### src/design/mqrr_pkg.sv
// Package for the round-robin multi-queue with limits.
// Holds item and result structs, action and status codes, controller states.
package mqrr_pkg;

  localparam int NUM_QUEUES_DEF   = 8;
  localparam int QUEUE_DEPTH_DEF  = 16;
  localparam int PAYLOAD_BITS_DEF = 32;

  localparam logic [1:0] ACT_WRITE = 2'd0;
  localparam logic [1:0] ACT_READ  = 2'd1;
  localparam logic [1:0] ACT_SET   = 2'd2;
  localparam logic [1:0] ACT_DRAIN = 2'd3;

  localparam logic [1:0] ST_OK     = 2'd0;
  localparam logic [1:0] ST_REFUSE = 2'd1;
  localparam logic [1:0] ST_EMPTY  = 2'd2;

  localparam logic [1:0] REG_BYTE_LIMIT  = 2'd0;
  localparam logic [1:0] REG_COUNT_LIMIT = 2'd1;
  localparam logic [1:0] REG_MEMBER_MASK = 2'd2;

  typedef struct packed {
    logic [1:0]  action;
    logic [2:0]  queue_id;
    logic [31:0] payload;
    logic [15:0] item_bytes;
  } in_item_t;

  typedef struct packed {
    logic [1:0]  status;
    logic [2:0]  source_queue;
    logic [31:0] item_payload;
    logic [15:0] item_size;
    logic        last;
    logic [4:0]  run_count;
  } out_item_t;

  typedef enum logic [2:0] {
    S_IDLE, S_DECIDE, S_READ, S_SHOW, S_RESP
  } state_t;

  // controller to datapath
  typedef struct packed {
    logic load;     // capture input item
    logic decide;   // evaluate queue state, pick queue
    logic rd_issue; // issue store read at head, pop
    logic capture;  // register result from store data
    logic resp;     // register single result with no read
    logic out_clr;  // result taken
  } cmd_t;

  // datapath to controller
  typedef struct packed {
    logic is_read;  // item needs a store read
    logic more;     // more items left in drain run
  } sts_t;

endpackage

### src/design/mqrr_ctrl.sv
// Controller state machine for the multi-queue.
// Depends on mqrr_pkg.
module mqrr_ctrl (
  input  logic          clk,
  input  logic          rst_n,
  input  logic          in_fire,
  input  logic          out_fire,
  input  mqrr_pkg::sts_t sts,
  output logic          in_ready,
  output logic          out_valid,
  output mqrr_pkg::cmd_t cmd
);
  mqrr_pkg::state_t state_r, state_nxt;

  always_ff @(posedge clk) begin
    if (!rst_n) begin
      state_r <= mqrr_pkg::S_IDLE;
    end else begin
      state_r <= state_nxt;
    end
  end

  always_comb begin
    state_nxt = state_r;
    cmd       = '0;
    in_ready  = 1'b0;
    out_valid = 1'b0;
    unique case (state_r)
      mqrr_pkg::S_IDLE: begin
        in_ready = 1'b1;
        cmd.load = in_fire;
        if (in_fire) state_nxt = mqrr_pkg::S_DECIDE;
      end
      mqrr_pkg::S_DECIDE: begin
        cmd.decide = 1'b1;
        state_nxt  = mqrr_pkg::S_READ;
      end
      mqrr_pkg::S_READ: begin
        if (sts.is_read) begin
          cmd.rd_issue = 1'b1;
          state_nxt    = mqrr_pkg::S_SHOW;
        end else begin
          cmd.resp  = 1'b1;
          state_nxt = mqrr_pkg::S_RESP;
        end
      end
      mqrr_pkg::S_SHOW: begin
        // read data arrives; register it as the result
        cmd.capture = 1'b1;
        state_nxt   = mqrr_pkg::S_RESP;
      end
      mqrr_pkg::S_RESP: begin
        out_valid = 1'b1;
        if (out_fire) begin
          cmd.out_clr = 1'b1;
          state_nxt   = sts.more ? mqrr_pkg::S_READ : mqrr_pkg::S_IDLE;
        end
      end
      default: state_nxt = mqrr_pkg::S_IDLE;
    endcase
  end

  a_idle_no_out: assert property (@(posedge clk) disable iff (!rst_n)
    in_ready |-> !out_valid) else $error("ready while result shown");
  a_show_follows_read: assert property (@(posedge clk) disable iff (!rst_n)
    cmd.rd_issue |=> cmd.capture) else $error("read not captured");
  a_load_decide: assert property (@(posedge clk) disable iff (!rst_n)
    cmd.load |=> cmd.decide) else $error("decide missing");
endmodule

### config.mk
export PLATFORM = sky130hd
export DESIGN_NAME = mqrr_ctrl
export DESIGN_NICKNAME = d
export VERILOG_FILES = /design/src/design/mqrr_pkg.sv /design/src/design/mqrr_ctrl.sv
export SDC_FILE = /design/constraint.sdc
export NUM_CORES = 1
export LEC_CHECK = 0
export BUFFER_PORTS_ARGS = -buffer_cell sky130_fd_sc_hd__clkbuf_2
export CAP_MARGIN = 0
export CORE_AREA = 5 5 42 44
export DETAILED_ROUTE_END_ITERATION = 16
export DIE_AREA = 0 0 47 49
export MAX_ROUTING_LAYER = met4
export PLACE_DENSITY = 0.45
export RECOVER_POWER = 25
export REMOVE_ABC_BUFFERS = 1
export SLEW_MARGIN = 20
export SYNTH_ARGS = -nofsm -noshare
export SYNTH_HDL_FRONTEND = slang
export SYNTH_SLANG_ARGS = --single-unit
### constraint.sdc
create_clock -name clk -period 1 [get_ports clk]
set_input_delay 0.2 -clock clk [delete_from_list [all_inputs] [get_ports clk]]
set_output_delay 0.2 -clock clk [all_outputs]
set_load 0.01 [all_outputs]
### After elaboration in Yosys (flattened, before gate mapping)

Cells that the tools add are included.

| cells by class | value |
|---|---|
| equal/unequal tests | 6 |
| reduce and logical (&&, ||, !) cells | 2 |
| muxes and demuxes | 16 |

Operator list:

| operator | count |
|---|---|
| $pmux W3 S5 | 1 |
| $mux W1 | 11 |
| $mux W3 | 3 |
| $eq A3 B2 Y1 const B | 2 |
| $ne A2 B2 Y1 const B | 2 |
| $eq A3 B1 Y1 const B | 1 |
| $eq A3 B3 Y1 const B | 1 |
| $logic_not A3 Y1 | 1 |
| $mux W2 | 1 |
| $reduce_and A2 Y1 | 1 |

| storage, ports and cells | value |
|---|---|
| bits of input ports | 6 |
| output and inout port bits | 8 |
| logic and storage cells | 25 |
| flip-flop bits (word level) | 3 |

### Logic depth before layout (Yosys ltp)

| logic depth | value |
|---|---|
| depth in word-level cells | 3 |
| mapped depth | 3 |
| gate-level depth less buffers | 3 |

### Worst setup path before layout

Ideal clock, no wire load.

| path | value |
|---|---|
| path kind | flip-flop to output port |
| start | register state_r[2] |
| end | output cmd[0] in the netlist's numbering |
| data required time | 0.800 ns |
| arrival time | 0.922 ns |
| stages on the path, launching flop included | 3 |
| slack | -0.122 ns |
| buffers on the path | 0 |
| cells stage by stage | dfxtp_1 -> nor3b_2 -> and2_1 |

RTL lines:

| what | RTL line | RTL |
|---|---|---|
| start, declared | mqrr_ctrl.sv:13 | `mqrr_pkg::state_t state_r, state_nxt;` |
| start signal, assigned | mqrr_ctrl.sv:17 | `state_r <= mqrr_pkg::S_IDLE;` |
| start signal, assigned | mqrr_ctrl.sv:19 | `state_r <= state_nxt;` |
| end, declared | mqrr_ctrl.sv:11 | `output mqrr_pkg::cmd_t cmd` |

==> flow_metrics.env <==
export IMPL_n_fill_cell=163
export IMPL_ys_warn_count=0
export IMPL_synth_main_ff_cell="dfxtp_1"
export IMPL_grt_max_degree=9
export IMPL_synth_distinct_cells=16
export IMPL_status="finished with violations"
export IMPL_period_share=1.28
export IMPL_synth_top_cells_by_count="3 x a21oi_1, 3 x dfxtp_1"
export IMPL_path_cells="nor3b_4 > and2_1 > buf_2"
export IMPL_grt_overflow=0
export IMPL_cp_required_ps=800
export IMPL_antenna_found_initial=0
export IMPL_synth_async_reset_ratio=0
export IMPL_detail_route_iter0_violations=4
export IMPL_vias=239
export IMPL_syn_area_um2=194
export IMPL_drc=0
export IMPL_hold_viol_final=0
export IMPL_clock_sinks=3
export IMPL_area_growth_syn_to_layout_pct=96.1
export IMPL_ys_top_cells_by_area="dfxtp_1 31%, a21oi_1 7.7%, nor3b_1 7.7%, and2_1 6.5%, nor2b_1 6.5%"
export IMPL_fin_skew_ps=0.704
export IMPL_cts_tree="done"
export IMPL_avgSynthCellArea_um2=8.08
export IMPL_routed_via_density=3.98
export IMPL_vdd_drop_max_mv=0.558
export IMPL_clk_latency_ps=240
export IMPL_max_cap_violations=0
export IMPL_p_total_mw=0.560
export IMPL_synth_seq_cells=3
export IMPL_worstPathArrival_ps=1080
export IMPL_core_area_um2=1400
export IMPL_initial_utilization=0.138
export IMPL_diodes=0
export IMPL_reg2regPathDepth=3
export IMPL_clockBufferDepth=2
export IMPL_num_rows=14
export IMPL_placed_area_um2=302
export IMPL_final_area_um2=380
export IMPL_endpoint_kind="output port"
export IMPL_numCtsBuffers=3
export IMPL_hold_buffers=0
export IMPL_critical_path_max_stage_delay_ps=380
export IMPL_wirelength_um=609
export IMPL_worstSetupStartpointType="flop"
export IMPL_largest_register_ffs=3
export IMPL_track_usage=0.0628
export IMPL_seq_area_frac_synth=0.310
export IMPL_synth_top_area_share=0.310
export IMPL_worstMarginPinSlew_ps=192
export IMPL_synth_edf_count=0
export IMPL_final_net_count=51
export IMPL_post_place_ws_ps=-128
export IMPL_timing_critical_path_from="state_r[2]"
export IMPL_r2r_setup_slack_ps=0
export IMPL_io_buffer_count=13
export IMPL_top_register="state_r"
export IMPL_slew_limit_headroom=0.871
export IMPL_timing_rr_start="state_r[1]"
export IMPL_clockRootBuffer="clkbuf_4"
export IMPL_cpMaxStageDelayCell="dfxtp_4"
export IMPL_place_gp_congestion=0.649
export IMPL_top_regs="state_r: 3 flops"
export IMPL_worst_slack_ps=-278
export IMPL_yosysTopAreaCell="dfxtp_1"
export IMPL_ioPinCount=14
export IMPL_grt_pass1_vias=228
export IMPL_die_y_um=49
export IMPL_drt_wirelength_per_cell_um=10.2
export IMPL_cts_setup_buffers=0
export IMPL_worstSetupPathType="flop to output port"
export IMPL_path_clk_slew_ps=40
export IMPL_setup_violations=8
export IMPL_max_freq_mhz=782
export IMPL_grt_setup_unrepaired="yes"
export IMPL_violations="setup timing"
export IMPL_die_w_um=47
export IMPL_cp_endpoint="cmd[0]"
export IMPL_syn_inst=24
export IMPL_p_leak_nw=0.182
export IMPL_htree_levels=1
export IMPL_final_antenna_net_count=0
export IMPL_grt_first_pass_wirelength_um=938
export IMPL_power_density_nw_per_um2=1470
export IMPL_floorplan_die_area_um2=2300
export IMPL_final_layout_size_suffix_gt1_frac=0.727
export IMPL_r2r_end="state_r[0]"
export IMPL_critPathMaxFanout=8
export IMPL_hold_class="primary input to flop"
export IMPL_slew_violations=0
export IMPL_period_minus_slack_ps=1280
export IMPL_firstDrtPassIters=4
[critical path, delay by kind of cell (launching register included)]
kind	cells	cell delay (ps)
flops	1	380
simple gates	2	340
buf+inv	1	120
[timing repair]
| item | in CTS | in global routing |
|---|---|---|
| pin swaps | 2 | 2 |
| setup endpoints to repair | 11 | 11 |
| gates resized for setup | 11 | 7 |
[layer usage]
layer  share of wire  up-vias  track usage
met4           0.028        0       0.0553
met2            0.48       10       0.0792
li1                -      124            -
met3           0.099        2       0.0443
met1            0.40      103       0.0614
met5               0        -            -
[power breakdown]
group,internal [mW],total [mW],switching [mW]
clock network,0.150,0.219,0.0690
logic,0.0958,0.171,0.0751
registers,0.136,0.170,0.0339
total,0.382,0.560,0.178
[cells by family after synthesis]
group                  after synthesis  share of synthesized area
buffers and inverters                1                     0.0193
AND/OR/NAND/NOR                     14                      0.477
AO/OA/AOI/OAI                        6                      0.194
flip-flops                           3                      0.310
[layout by cell type, fill, tap and decap left out, types with 2 or more instances in the layout]
cell and n:
a21oi_1 2, buf_6 2, clkbuf_2 10, clkbuf_4 3, dfxtp_4 3, buf_4 3, and2_1 2
[how the worst min path moves through the flow]
stage | start | endpoint | slack (ps) | cells after the start
2_1_floorplan | rst_n | state_r[2] | 320 | 1
3_3_place_gp | rst_n | state_r[2] | 430 | 2
3_5_place_dp | rst_n | state_r[2] | 430 | 2
4_1_cts | rst_n | state_r[1] | 200 | 3
5_1_grt | rst_n | state_r[2] | 210 | 2
6_report | rst_n | state_r[2] | 200 | 2
[final cells by class]
cell class                      instances  area, µm²  share of cell area
Clock buffer                            4       26.3              0.0691
Inverter                                1       3.75             0.00987
Multi-Input combinational cell         20        159               0.418
Sequential cell                         3       71.3               0.187
Tap cell                               16       20.0              0.0526
Timing Repair Buffer                   16        100               0.263
[metrics by stage]
step | hold slack (ps) | std cells | utilization | TNS (ps)
3_5_place_dp | 430 | 56 | 0.215 | -657
5_1_grt | 206 | 60 | 0.271 | -2510
2_1_floorplan | 318 | 24 | - | -345
3_3_place_gp | 425 | 56 | 0.215 | -546
4_1_cts | 196 | 60 | 0.259 | -1980
6_report | 199 | 60 | 0.271 | -1840
(Power assumes the default switching activity.)
